<file path="src/hw/rtl/universal_char_escape_to_utf8_core_macros.svh">
// Assertion macros for the escape-to-UTF-8 core.
// Define NO_ASSERTIONS to compile them away.
`ifndef UNIVERSAL_CHAR_ESCAPE_TO_UTF8_CORE_MACROS_SVH
`define UNIVERSAL_CHAR_ESCAPE_TO_UTF8_CORE_MACROS_SVH
`ifndef NO_ASSERTIONS
// Same-cycle implication, clocked on clk_i, off during reset.
`define UCU8_ASSERT_IMP(lbl, ante, cons) \
  lbl: assert property (@(posedge clk_i) disable iff (!rst_ni) (ante) |-> (cons)) \
    else $error("%m: same-cycle check failed");
// Next-cycle implication, clocked on clk_i, off during reset.
`define UCU8_ASSERT_NXT(lbl, ante, cons) \
  lbl: assert property (@(posedge clk_i) disable iff (!rst_ni) (ante) |=> (cons)) \
    else $error("%m: next-cycle check failed");
`else
`define UCU8_ASSERT_IMP(lbl, ante, cons)
`define UCU8_ASSERT_NXT(lbl, ante, cons)
`endif
`endif

</file>
<file path="src/hw/rtl/ucu8_pkg.sv">
`default_nettype none
package ucu8_pkg;

  typedef enum logic [1:0] {
    MODE_PLAIN  = 2'd0,
    MODE_SLASH  = 2'd1,
    MODE_DIGITS = 2'd2
  } scan_mode_e;

  typedef enum logic [1:0] {
    PH_IDLE = 2'd0,
    PH_DUMP = 2'd1,
    PH_BYTE = 2'd2,
    PH_ENC  = 2'd3
  } phase_e;

  localparam logic [7:0] CH_BSLASH = 8'h5C;
  localparam logic [7:0] CH_LOW_U  = 8'h75;
  localparam logic [7:0] CH_UP_U   = 8'h55;

  localparam logic [3:0] SHORT_DIGITS = 4'd4;
  localparam logic [3:0] LONG_DIGITS  = 4'd8;

  // Control handed from the sequencer to the byte generator.
  typedef struct packed {
    phase_e      phase;
    logic [3:0]  idx;
    logic        long_form;
    logic [7:0]  text_byte;
    logic [2:0]  enc_nb;
    logic [31:0] enc_code;
    logic [7:0]  held_byte;
  } gen_ctrl_t;

  // {valid, nibble}
  function automatic logic [4:0] hex_decode(input logic [7:0] b);
    logic [7:0] d;
    d = 8'h00;
    if (b inside {[8'h30:8'h39]}) begin
      d = b - 8'h30;
      return {1'b1, d[3:0]};
    end else if (b inside {[8'h61:8'h66]}) begin
      d = b - 8'h57;
      return {1'b1, d[3:0]};
    end else if (b inside {[8'h41:8'h46]}) begin
      d = b - 8'h37;
      return {1'b1, d[3:0]};
    end
    return 5'd0;
  endfunction

  // Number of UTF-8 bytes for a code value.
  function automatic logic [2:0] enc_len(input logic [31:0] c);
    if (c <= 32'h7F) return 3'd1;
    else if (c <= 32'h7FF) return 3'd2;
    else if (c <= 32'hFFFF) return 3'd3;
    return 3'd4;
  endfunction

endpackage
`default_nettype wire

</file>
<file path="src/hw/rtl/ucu8_byte_gen.sv">
`default_nettype none
module ucu8_byte_gen (
  input  ucu8_pkg::gen_ctrl_t ctrl_i,
  output logic [7:0]          byte_o
);
  import ucu8_pkg::*;

  logic [2:0] cont_sel;
  logic [7:0] lead_byte;
  logic [7:0] cont_byte;

  // Continuation byte k carries bits [6*(nb-1-k) +: 6].
  assign cont_sel = ctrl_i.enc_nb - 3'd1 - ctrl_i.idx[2:0];

  always_comb begin
    case (ctrl_i.enc_nb)
      3'd1:    lead_byte = ctrl_i.enc_code[7:0];
      3'd2:    lead_byte = 8'hC0 | ctrl_i.enc_code[13:6];
      3'd3:    lead_byte = 8'hE0 | ctrl_i.enc_code[19:12];
      default: lead_byte = 8'hF0 | ctrl_i.enc_code[25:18];
    endcase
    case (cont_sel)
      3'd0:    cont_byte = {2'b10, ctrl_i.enc_code[5:0]};
      3'd1:    cont_byte = {2'b10, ctrl_i.enc_code[11:6]};
      default: cont_byte = {2'b10, ctrl_i.enc_code[17:12]};
    endcase
  end

  always_comb begin
    case (ctrl_i.phase)
      PH_DUMP: begin
        case (ctrl_i.idx)
          4'd0:    byte_o = CH_BSLASH;
          4'd1:    byte_o = ctrl_i.long_form ? CH_UP_U : CH_LOW_U;
          default: byte_o = ctrl_i.held_byte;
        endcase
      end
      PH_BYTE: byte_o = ctrl_i.text_byte;
      PH_ENC:  byte_o = (ctrl_i.idx == 4'd0) ? lead_byte : cont_byte;
      default: byte_o = 8'h00;
    endcase
  end

endmodule
`default_nettype wire

</file>
<file path="src/hw/rtl/universal_char_escape_to_utf8_core.sv">
// Escape rewriter: takes source text one byte per beat and replaces \uXXXX and
// \UXXXXXXXX escapes by their UTF-8 encoding (1 to 4 bytes; above 0x1FFFFF the
// leading byte keeps only its low 8 bits). Escapes with a non-hex digit or a
// zero value, and a backslash before any other byte, pass through unchanged.
// s_axis_tlast_i marks the final byte of a text and flushes any pending escape
// bytes. On the output, m_axis_tlast_o marks the last byte caused by one input
// beat and m_axis_tuser_o the very last byte of the text. An input beat is
// accepted while the byte sequencer is idle; the sequencer then emits the
// beat's bytes one per cycle while the output is not stalled. A beat that
// yields no bytes, such as a held escape digit, leaves the sequencer idle. The
// input is not ready while the sequencer emits; the output register lets the
// next beat be taken while the last byte still waits downstream.
`default_nettype none
module universal_char_escape_to_utf8_core (
  input  logic       clk_i,
  input  logic       rst_ni,
  input  logic       s_axis_tvalid_i,
  output logic       s_axis_tready_o,
  input  logic [7:0] s_axis_tdata_i,   // [7:0] text_byte
  input  logic       s_axis_tlast_i,   // end_of_text
  output logic       m_axis_tvalid_o,
  input  logic       m_axis_tready_i,
  output logic [7:0] m_axis_tdata_o,   // [7:0] out_byte
  output logic       m_axis_tlast_o,   // run_last
  output logic       m_axis_tuser_o    // [0] text_done
);
  import ucu8_pkg::*;
  `include "universal_char_escape_to_utf8_core_macros.svh"

  // Scanner state
  scan_mode_e  mode_q, mode_d;
  logic        long_q, long_d;
  logic [3:0]  digits_q, digits_d;
  logic [31:0] code_q, code_d;
  logic [7:0]  held_q [8];

  // Per-beat plan, captured at accept
  logic [3:0]  dump_len_q;
  logic        emit_b_q;
  logic [2:0]  enc_nb_q;
  logic [31:0] enc_code_q;
  logic [7:0]  byte_q;
  logic        plan_long_q;
  logic        end_q;

  // Sequencer
  phase_e      phase_q, phase_d;
  logic [3:0]  idx_q, idx_d;

  // Output register
  logic        out_valid_q;
  logic [7:0]  out_byte_q;
  logic        out_last_q;
  logic        out_done_q;

  logic        s_acc;
  logic        produce;
  logic        is_last;
  logic [4:0]  hx;
  logic [3:0]  need;
  logic [3:0]  dn;
  logic [31:0] code_n;
  logic        held_we;
  logic [3:0]  p_dump;
  logic        p_emit;
  logic [2:0]  p_enc_nb;
  logic        p_long;
  logic        b_is_bs;
  logic [3:0]  hidx;
  gen_ctrl_t   gen_ctrl;
  logic [7:0]  gen_byte;

  assign s_axis_tready_o = (phase_q == PH_IDLE);
  assign s_acc           = s_axis_tvalid_i && s_axis_tready_o;
  assign produce         = (phase_q != PH_IDLE) && (!out_valid_q || m_axis_tready_i);

  // Work out what this beat emits and where the scanner goes.
  always_comb begin
    hx       = hex_decode(s_axis_tdata_i);
    need     = long_q ? LONG_DIGITS : SHORT_DIGITS;
    dn       = digits_q + 4'd1;
    code_n   = {code_q[27:0], hx[3:0]};
    b_is_bs  = (s_axis_tdata_i == CH_BSLASH);
    mode_d   = mode_q;
    long_d   = long_q;
    digits_d = digits_q;
    code_d   = code_q;
    p_dump   = 4'd0;
    p_emit   = 1'b0;
    p_enc_nb = 3'd0;
    p_long   = long_q;
    held_we  = 1'b0;
    case (mode_q)
      MODE_SLASH: begin
        if (s_axis_tdata_i == CH_LOW_U || s_axis_tdata_i == CH_UP_U) begin
          mode_d   = MODE_DIGITS;
          long_d   = (s_axis_tdata_i == CH_UP_U);
          p_long   = (s_axis_tdata_i == CH_UP_U);
          digits_d = 4'd0;
          code_d   = 32'd0;
          if (s_axis_tlast_i) p_dump = 4'd2;
        end else begin
          // Not an escape: backslash and byte go out as they are.
          p_dump = 4'd1;
          p_emit = 1'b1;
          mode_d = MODE_PLAIN;
        end
      end
      MODE_DIGITS: begin
        if (!hx[4] || digits_q >= need) begin
          // Broken escape: flush it, then treat the byte as plain text.
          p_dump   = 4'd2 + digits_q;
          long_d   = 1'b0;
          digits_d = 4'd0;
          code_d   = 32'd0;
          if (b_is_bs && !s_axis_tlast_i) begin
            mode_d = MODE_SLASH;
          end else begin
            mode_d = MODE_PLAIN;
            p_emit = 1'b1;
          end
        end else begin
          held_we = 1'b1;
          if (dn == need) begin
            if (code_n != 32'd0) p_enc_nb = enc_len(code_n);
            else                 p_dump   = 4'd2 + dn;
            mode_d   = MODE_PLAIN;
            long_d   = 1'b0;
            digits_d = 4'd0;
            code_d   = 32'd0;
          end else begin
            digits_d = dn;
            code_d   = code_n;
            if (s_axis_tlast_i) p_dump = 4'd2 + dn;
          end
        end
      end
      default: begin
        if (b_is_bs && !s_axis_tlast_i) begin
          mode_d = MODE_SLASH;
        end else begin
          mode_d = MODE_PLAIN;
          p_emit = 1'b1;
        end
      end
    endcase
    // End of text: drop back to plain mode for the next text.
    if (s_axis_tlast_i) begin
      mode_d   = MODE_PLAIN;
      long_d   = 1'b0;
      digits_d = 4'd0;
      code_d   = 32'd0;
    end
  end

  always_ff @(posedge clk_i or negedge rst_ni) begin
    if (!rst_ni) begin
      mode_q     <= MODE_PLAIN;
      long_q     <= 1'b0;
      digits_q   <= 4'd0;
      code_q     <= 32'd0;
      dump_len_q <= 4'd0;
      emit_b_q   <= 1'b0;
      enc_nb_q   <= 3'd0;
      end_q      <= 1'b0;
    end else if (s_acc) begin
      mode_q     <= mode_d;
      long_q     <= long_d;
      digits_q   <= digits_d;
      code_q     <= code_d;
      dump_len_q <= p_dump;
      emit_b_q   <= p_emit;
      enc_nb_q   <= p_enc_nb;
      end_q      <= s_axis_tlast_i;
    end
  end

  // Payload of the plan and the held digit bytes: no reset.
  always_ff @(posedge clk_i) begin
    if (s_acc) begin
      enc_code_q  <= code_n;
      byte_q      <= s_axis_tdata_i;
      plan_long_q <= p_long;
      if (held_we) held_q[digits_q[2:0]] <= s_axis_tdata_i;
    end
  end

  // Byte sequencer: dump pending escape bytes, then the beat's own byte,
  // then the UTF-8 bytes.
  always_ff @(posedge clk_i or negedge rst_ni) begin
    if (!rst_ni) begin
      phase_q <= PH_IDLE;
      idx_q   <= 4'd0;
    end else begin
      phase_q <= phase_d;
      idx_q   <= idx_d;
    end
  end

  always_comb begin
    phase_d = phase_q;
    idx_d   = idx_q;
    is_last = 1'b0;
    case (phase_q)
      PH_IDLE: begin
        if (s_acc) begin
          idx_d = 4'd0;
          if (p_dump != 4'd0)        phase_d = PH_DUMP;
          else if (p_emit)           phase_d = PH_BYTE;
          else if (p_enc_nb != 3'd0) phase_d = PH_ENC;
          else                       phase_d = PH_IDLE;
        end
      end
      PH_DUMP: begin
        is_last = (idx_q == dump_len_q - 4'd1) && !emit_b_q && (enc_nb_q == 3'd0);
        if (produce) begin
          if (idx_q == dump_len_q - 4'd1) begin
            idx_d = 4'd0;
            if (emit_b_q)              phase_d = PH_BYTE;
            else if (enc_nb_q != 3'd0) phase_d = PH_ENC;
            else                       phase_d = PH_IDLE;
          end else begin
            idx_d = idx_q + 4'd1;
          end
        end
      end
      PH_BYTE: begin
        is_last = (enc_nb_q == 3'd0);
        if (produce) begin
          idx_d   = 4'd0;
          phase_d = (enc_nb_q != 3'd0) ? PH_ENC : PH_IDLE;
        end
      end
      PH_ENC: begin
        is_last = (idx_q[2:0] == enc_nb_q - 3'd1);
        if (produce) begin
          if (idx_q[2:0] == enc_nb_q - 3'd1) begin
            idx_d   = 4'd0;
            phase_d = PH_IDLE;
          end else begin
            idx_d = idx_q + 4'd1;
          end
        end
      end
      default: begin
        phase_d = PH_IDLE;
        idx_d   = 4'd0;
      end
    endcase
  end

  // Held digit k sits at dump position k + 2.
  assign hidx = idx_q - 4'd2;

  assign gen_ctrl = '{
    phase:     phase_q,
    idx:       idx_q,
    long_form: plan_long_q,
    text_byte: byte_q,
    enc_nb:    enc_nb_q,
    enc_code:  enc_code_q,
    held_byte: held_q[hidx[2:0]]
  };

  ucu8_byte_gen u_byte_gen (
    .ctrl_i (gen_ctrl),
    .byte_o (gen_byte)
  );

  // Output register: load on produce, drop once taken.
  always_ff @(posedge clk_i or negedge rst_ni) begin
    if (!rst_ni) begin
      out_valid_q <= 1'b0;
    end else if (produce) begin
      out_valid_q <= 1'b1;
    end else if (m_axis_tready_i) begin
      out_valid_q <= 1'b0;
    end
  end

  always_ff @(posedge clk_i) begin
    if (produce) begin
      out_byte_q <= gen_byte;
      out_last_q <= is_last;
      out_done_q <= is_last && end_q;
    end
  end

  assign m_axis_tvalid_o = out_valid_q;
  assign m_axis_tdata_o  = out_byte_q;
  assign m_axis_tlast_o  = out_last_q;
  assign m_axis_tuser_o  = out_done_q;

  `UCU8_ASSERT_IMP(a_done_is_last, m_axis_tvalid_o && m_axis_tuser_o, m_axis_tlast_o)
  `UCU8_ASSERT_NXT(a_end_to_plain, s_acc && s_axis_tlast_i, mode_q == MODE_PLAIN && digits_q == 4'd0)
  `UCU8_ASSERT_IMP(a_digit_bound, mode_q == MODE_DIGITS, digits_q < (long_q ? LONG_DIGITS : SHORT_DIGITS))
  `UCU8_ASSERT_IMP(a_dump_index, phase_q == PH_DUMP, idx_q < dump_len_q)

endmodule
`default_nettype wire

</file>
<file path="config.mk">
export PLATFORM = sky130hd
export DESIGN_NAME = universal_char_escape_to_utf8_core
export DESIGN_NICKNAME = d
export VERILOG_FILES = /design/src/hw/rtl/ucu8_pkg.sv /design/src/hw/rtl/ucu8_byte_gen.sv /design/src/hw/rtl/universal_char_escape_to_utf8_core.sv
export VERILOG_INCLUDE_DIRS = /design/src /design/src/hw/rtl
export SDC_FILE = /design/constraint.sdc
export NUM_CORES = 1
export LEC_CHECK = 0
export ABC_AREA = 1
export ABC_CLOCK_PERIOD_IN_PS = 3000
export BUFFER_PORTS_ARGS = -buffer_cell sky130_fd_sc_hd__buf_2
export CAP_MARGIN = 25
export CORE_MARGIN = 4
export CORE_UTILIZATION = 32
export DETAILED_ROUTE_END_ITERATION = 7
export SLEW_MARGIN = 10
export SYNTH_ARGS = -nofsm -noshare
export SYNTH_HDL_FRONTEND = slang
export SYNTH_SLANG_ARGS = --single-unit
</file>
<file path="constraint.sdc">
create_clock -name clk_i -period 3 [get_ports clk_i]
set_input_delay 0.45 -clock clk_i [delete_from_list [all_inputs] [get_ports clk_i]]
set_output_delay 0.45 -clock clk_i [all_outputs]
set_load 0.1 [all_outputs]
</file>
# == Word level (Yosys, flattened, before mapping) ==
# Memory sizes are Yosys's and may differ from the RTL's.
# Index checks and enable logic that the tools add are counted.
# word_totals
n_memories,1
ram_bits,64
reg_bits,92
wordCells,184
# mem_list
memory,depth,word_bits,read_ports,rd_clocked_by_memory_dff,write_ports,line,source
held_q,8,8,1,0,1,universal_char_escape_to_utf8_core.sv:35,logic [7:0] held_q [8];
# classes
reduce_logical,32
eq_ne,24
add_sub_neg,11
n_mux,89
n_lt_le_gt_ge,10
# ops
op,count
$mux 28,4
$mux 4,16
$pmux 28 s2,1
$pmux 8 s3,2
$le 32x11->1 const B,1
$le 32x16->1 const B,1
$le 32x7->1 const B,1
$mux 2,16
$reduce_bool 32->1,1
$mux 1,26
$eq 8x7->1 const B,3
$mux 3,8
$mux 5,4
$ge 8x7->1 const B,2
$le 8x7->1 const B,2
$pmux 4 s2,2
$pmux 4 s4,1
$pmux 8 s2,1
$pmux 6 s2,1
$ne 2x2->1 const B,5
$logic_and 1x1->1,9
$reduce_bool 3->1,3
$add 2x4->4 const A,2
$add 4x1->4 const B,2
other kinds (35),52

# == Longest topological paths before layout ==
# depth
word_depth,25
ltp_mapped,20

# == By module ==
# A second synthesis with hierarchy kept.
# unflattened
cells_unflattened,829
area_unflattened_um2,8112.8
# modules_own_cells
mod,cells_each,n_inst,area_per_inst_um2,seq_area_each_um2
universal_char_escape_to_utf8_core,685,1,7357.1,4729.5
ucu8_byte_gen,144,1,755.7,0.0

# == Least setup slack after synthesis ==
# OpenSTA, ideal clock, no wires.
# synth_path
path_type,reg-to-reg
from,register phase_q[1]
to,memory held_q[1][0] (enable)
t_required_ns,2.617
setup_slack_ns,-0.580
setup_time_ns,0.383
path_buffers,0
stages_incl_launch_ff,6
t_arrival_ns,3.196
path_cell_list,dfrtp_1 -> nor2_2 -> nand2_1 -> clkinv_1 -> nand2_1 -> nor3_1
# synth_between
elab_chain_cells,4
# synth_lines
element,line,source
"start, declared",universal_char_escape_to_utf8_core.sv:47,"phase_e phase_q, phase_d;"
"start signal, assigned",universal_char_escape_to_utf8_core.sv:195,phase_q <= phase_d;
$logic_not 2->1,universal_char_escape_to_utf8_core.sv:73,assign s_axis_tready_o = (phase_q == PH_IDLE);
via s_axis_tready_o,universal_char_escape_to_utf8_core.sv:18,"output logic s_axis_tready_o,"
$logic_and 1x1->1,universal_char_escape_to_utf8_core.sv:74,assign s_acc = s_axis_tvalid_i && s_axis_tready_o;
via s_acc,universal_char_escape_to_utf8_core.sv:56,logic s_acc;
$mux 1,universal_char_escape_to_utf8_core.sv:180,if (s_acc) begin
$mux 1 (implied by the code),universal_char_escape_to_utf8_core.sv:184,if (held_we) held_q[digits_q[2:0]] <= s_axis_tdata_i;
"end, declared",universal_char_escape_to_utf8_core.sv:35,
# The timed path passes the listed nets, and every way through them passes these cells.

# == Worst setup path in the final report ==
# layout_path
from,register enc_nb_q[0]
to,"register out_byte_q[3], in the netlist m_axis_tdata_o[3], data pin"
# layout_between
elab_chain_cells,6
word_cells_on_any_way,11
cone_classes,add/sub: 2; eq/ne: 4; mux: 4; reduce/logical: 1
# layout_lines
element,line,source
"start, declared",universal_char_escape_to_utf8_core.sv:40,logic [2:0] enc_nb_q;
"start signal, assigned",universal_char_escape_to_utf8_core.sv:173,enc_nb_q <= p_enc_nb;
$sub 3x1->3,ucu8_byte_gen.sv:13,assign cont_sel = ctrl_i.enc_nb - 3'd1 - ctrl_i.idx[2:0];
$sub 3x3->3,ucu8_byte_gen.sv:13,
$eq 3x1->1 / $logic_not 3->1 (equally long branches),ucu8_byte_gen.sv:22,case (cont_sel)
$pmux 6 s2,ucu8_byte_gen.sv:22,
$mux 8 (*),ucu8_byte_gen.sv:39,PH_ENC: byte_o = (ctrl_i.idx == 4'd0) ? lead_byte : cont_byte;
$pmux 8 s3 (*),ucu8_byte_gen.sv:30,case (ctrl_i.phase)
via gen_byte[3],universal_char_escape_to_utf8_core.sv:71,logic [7:0] gen_byte;
"end signal, assigned",universal_char_escape_to_utf8_core.sv:283,out_byte_q <= gen_byte;
"end, declared",universal_char_escape_to_utf8_core.sv:52,logic [7:0] out_byte_q;
# The timed path passes the listed nets; every way through them passes the cells marked *.
# A chain may end at the register's enable or synchronous reset.

==> results.sh <==
export IMPL_clk_latency_ns=0.42
export IMPL_cts_setup_buffers=0
export IMPL_cts_tree="built"
export IMPL_powerDensity_nw_per_um2=1061
export IMPL_status="finished clean"
export IMPL_netlist_top_cells_area="edfxtp_1 42%, dfrtp_1 17%, nand2_1 5.2%"
export IMPL_grt_max_degree=40
export IMPL_grt_overflow_total=0
export IMPL_min_period_ns=2.628
export IMPL_multiInputGateArea_um2=2589
export IMPL_crit_chain="inv_1 > ha_1 > inv_1 > fa_1 > inv_1 > xor2_1 > nor2_2 > inv_1 > nor2_1 > inv_1 > nor2_1 > nor2_1 > o21ai_0 > nand3_1"
export IMPL_fin_area_um2=8675
export IMPL_cts_path_max_buffers=2
export IMPL_area_growth_pct=15.59
export IMPL_root_buffer="clkbuf_16"
export IMPL_finish_utilization_pct=37.97
export IMPL_ys_types=47
export IMPL_grt_usage_pct=14.40
export IMPL_drive_gt1_share_pct=12.83
export IMPL_yosys_most_used_dff="edfxtp_1"
export IMPL_hp_class="in2async"
export IMPL_layout_nets=816
export IMPL_ys_warn_count=0
export IMPL_worst_path_largest_cell_delay_ns=0.43
export IMPL_ys_seq_elements=156
export IMPL_hold_buffers=0
export IMPL_ant_nets=0
export IMPL_crit_path_top_delay_cell="dfrtp_1"
export IMPL_finalClockSkew_ns=0.008823
export IMPL_first_global_vias=5385
export IMPL_internal_power_mw=5.144
export IMPL_synth_edf_count=105
export IMPL_r2r_end="m_axis_tdata_o[3]"
export IMPL_power_switching_mw=4.055
export IMPL_placed_area_um2=8094
export IMPL_worstPathRequired_ns=3.17
export IMPL_gp_congestion=0.9604
export IMPL_power_frac_seq_pct=35.0
export IMPL_ys_seq_area_share_pct=59.02
export IMPL_rr_worst_depth=14
export IMPL_tightestPinTransition_ns=0.6913
export IMPL_drc=0
export IMPL_clk_pin_slew_ns=0.07
export IMPL_coreArea_um2=22850
export IMPL_worst_setup_path_type="reg2reg"
export IMPL_viasPerCell=4.906
export IMPL_rsz0062_at_grt="false"
export IMPL_nFillCells=2281
export IMPL_cts_sinks=156
export IMPL_setup_viol=0
export IMPL_maxCapViolations=0
export IMPL_synth_area_um2=7505
export IMPL_dr_pass1_iters=5
export IMPL_vias=5397
export IMPL_path_max_fanout=6
export IMPL_syn_area_per_cell_um2=10.28
export IMPL_die_area_um2=25970
export IMPL_async_flop_share_pct=32.69
export IMPL_reg2reg_slack_ns=0.37
export IMPL_dp_hpwl_mm=12.79
export IMPL_cp_common_cell="inv_1"
export IMPL_post_cts_resized=0
export IMPL_syn_num_nets=772
export IMPL_relSlewSlack_pct=53.74
export IMPL_slew_viol_final=0
export IMPL_r2r_start="enc_nb_q[0]"
export IMPL_clockPowerShare_pct=22.6
export IMPL_wirelength_mm=17.96
export IMPL_antenna_found_initial=0
export IMPL_diodes=0
export IMPL_synth_area_leader_cell="edfxtp_1"
export IMPL_worstSetupStartpointType="register"
export IMPL_peakVddDrop_mv=0.4188
export IMPL_fmax_mhz=380.6
export IMPL_htreeDepth=4
export IMPL_grt_pass1_wl_mm=29.42
export IMPL_drt_iter0_markers=400
export IMPL_p_comb_share_pct=42.4
export IMPL_die_h_um=161.1
export IMPL_critPathBufInv=5
export IMPL_cts_buffers_inserted=17
export IMPL_endpoint_kind="register"
export IMPL_p_leak_nw=3.530
export IMPL_cp_arrival_ns=2.80
export IMPL_rows=55
export IMPL_num_io_pins=25
export IMPL_syn_inst=730
export IMPL_synth_top_area_share_pct=42.01
export IMPL_finalCritPeriodShare_pct=87.59
export IMPL_initial_core_util_pct=32.85
export IMPL_wl_per_cell_um=16.33
export IMPL_sw_frac_of_total_pct=44.08
export IMPL_die_w_um=161.1
export IMPL_io_buffers=24
export IMPL_finalHoldViolCount=0
export IMPL_seq_area_um2=4429
export IMPL_crit_family="adder cells"
per-layer routing:
| layer | wire length, µm | track usage, % | vias to the layer above | share of wire (%) |
|---|---|---|---|---|
| met4 | 337 | 4.614 | 0 | 1.9 |
| met5 | 0 | 0 | - | 0 |
| met2 | 8438 | 22.54 | 120 | 47 |
| met1 | 8582 | 20.14 | 2617 | 48 |
| met3 | 601 | 3.011 | 24 | 3.3 |
| li1 | - | - | 2636 | - |
power by group through the flow:
stage	sequential [mW]	combinational, mW	clock (mW)
global placement	3.25	3.87	0
detailed placement	3.26	3.88	0
finish	3.22	3.90	2.08
CTS	3.22	3.90	2.12
global route	3.28	4.39	2.22
floorplan	3.56	2.34	0
cell families (layout without fill, tap and decap cells):
group	count (synthesis)	count (layout)	synth area share, %
XOR/XNOR	13	13	1.617
adder cells (fa/ha/maj)	29	29	4.935
buffers and inverters	129	186	6.585
AO/OA/AOI/OAI	149	149	12.65
AND/OR/NAND/NOR	252	252	14.92
flip-flops	156	156	59.02
multiplexers	2	2	0.2668
cell usage after synthesis (2+ instances only):
library cell    n
a211oi_1        3
a21boi_0        2
a21oi_1        22
a21oi_2         2
a221oi_1        5
a22oi_1         2
buf_2           2
clkbuf_1       17
clkinv_1        4
dfrtp_1        51
edfxtp_1      105
ha_1           28
inv_1         102
inv_2           3
mux2i_1         2
nand2_1       104
nand2_2         6
nand3_1        36
nand3_2         4
nand4_1        13
nor2_1         68
nor2_2          3
nor2_4          3
nor3_1         13
o211ai_1        8
o21ai_0        42
o21ai_1         3
o221ai_1        9
o22ai_1        36
o31ai_1         3
o32ai_1         3
xnor2_1         5
xor2_1          7
how the worst max path moves through the flow:
stage | from | cells past startpoint | slack, ns | endpoint
4_1_cts | enc_nb_q[0] | 14 | 0.29 | m_axis_tdata_o[3]
6_report | enc_nb_q[0] | 14 | 0.37 | m_axis_tdata_o[3]
3_5_place_dp | enc_nb_q[0] | 14 | 0.30 | m_axis_tdata_o[3]
3_3_place_gp | enc_nb_q[0] | 14 | 0.39 | m_axis_tdata_o[3]
2_1_floorplan | phase_q[1] | 5 | -0.16 | held_q[1][0]
5_1_grt | enc_nb_q[0] | 14 | 0.10 | m_axis_tdata_o[3]
placed cells by master (no fill, tap or decap), drive strengths merged:
| cell type | count |
|---|---|
| xnor2 | 5 |
| a31oi | 1 |
| inv | 113 |
| o21a | 1 |
| o221ai | 9 |
| o22ai | 36 |
| buf | 45 |
| nor3 | 13 |
| xor2 | 8 |
| dfrtp | 51 |
| nand2 | 111 |
| nor2 | 74 |
| nand4 | 13 |
| a221oi | 5 |
| o32ai | 3 |
| o2111ai | 1 |
| o31ai | 3 |
| fa | 1 |
| a21boi | 3 |
| a32o | 1 |
| ha | 28 |
| a22oi | 2 |
| a21oi | 24 |
| a41oi | 1 |
| mux2i | 2 |
| edfxtp | 105 |
| clkinv | 10 |
| clkbuf | 17 |
| a32oi | 1 |
| a221o | 1 |
| and2 | 1 |
| a211oi | 4 |
| nand3 | 40 |
| clkinvlp | 1 |
| o211ai | 8 |
| o21ai | 45 |
registers in the layout (all words and copies together), names as in the netlist, 2 cells and up:
name and cells:
idx_q 4, digits_q 4, m_axis_tdata_o 8, enc_code_q 22, code_q 28, byte_q 8
phase_q 2, dump_len_q 4, held_q 64, mode_q 2, enc_nb_q 3
final cells by class:
type,count,share of cell area [%]
clock buffers,17,4.904
multi-input cells,445,29.84
inverters,109,4.717
repair buffers,45,3.202
clock inverters,15,1.760
well taps,313,4.515
flip-flops and latches,156,51.06
per-stage QoR:
step | setup WS (ns) | power, mW | hold WS (ns) | std cells | TNS, ns
floorplan | -0.1604 | 5.898 | 0.1544 | 730 | -7.700
global placement | 0.3879 | 7.124 | 0.4327 | 1068 | 0
detailed placement | 0.3032 | 7.141 | 0.4424 | 1068 | 0
CTS | 0.2938 | 9.236 | 0.03230 | 1100 | 0
global route | 0.1044 | 9.889 | 0.04889 | 1100 | 0
finish | 0.3723 | 9.200 | 0.02537 | 1100 | 0
(Power assumes the default switching activity.)
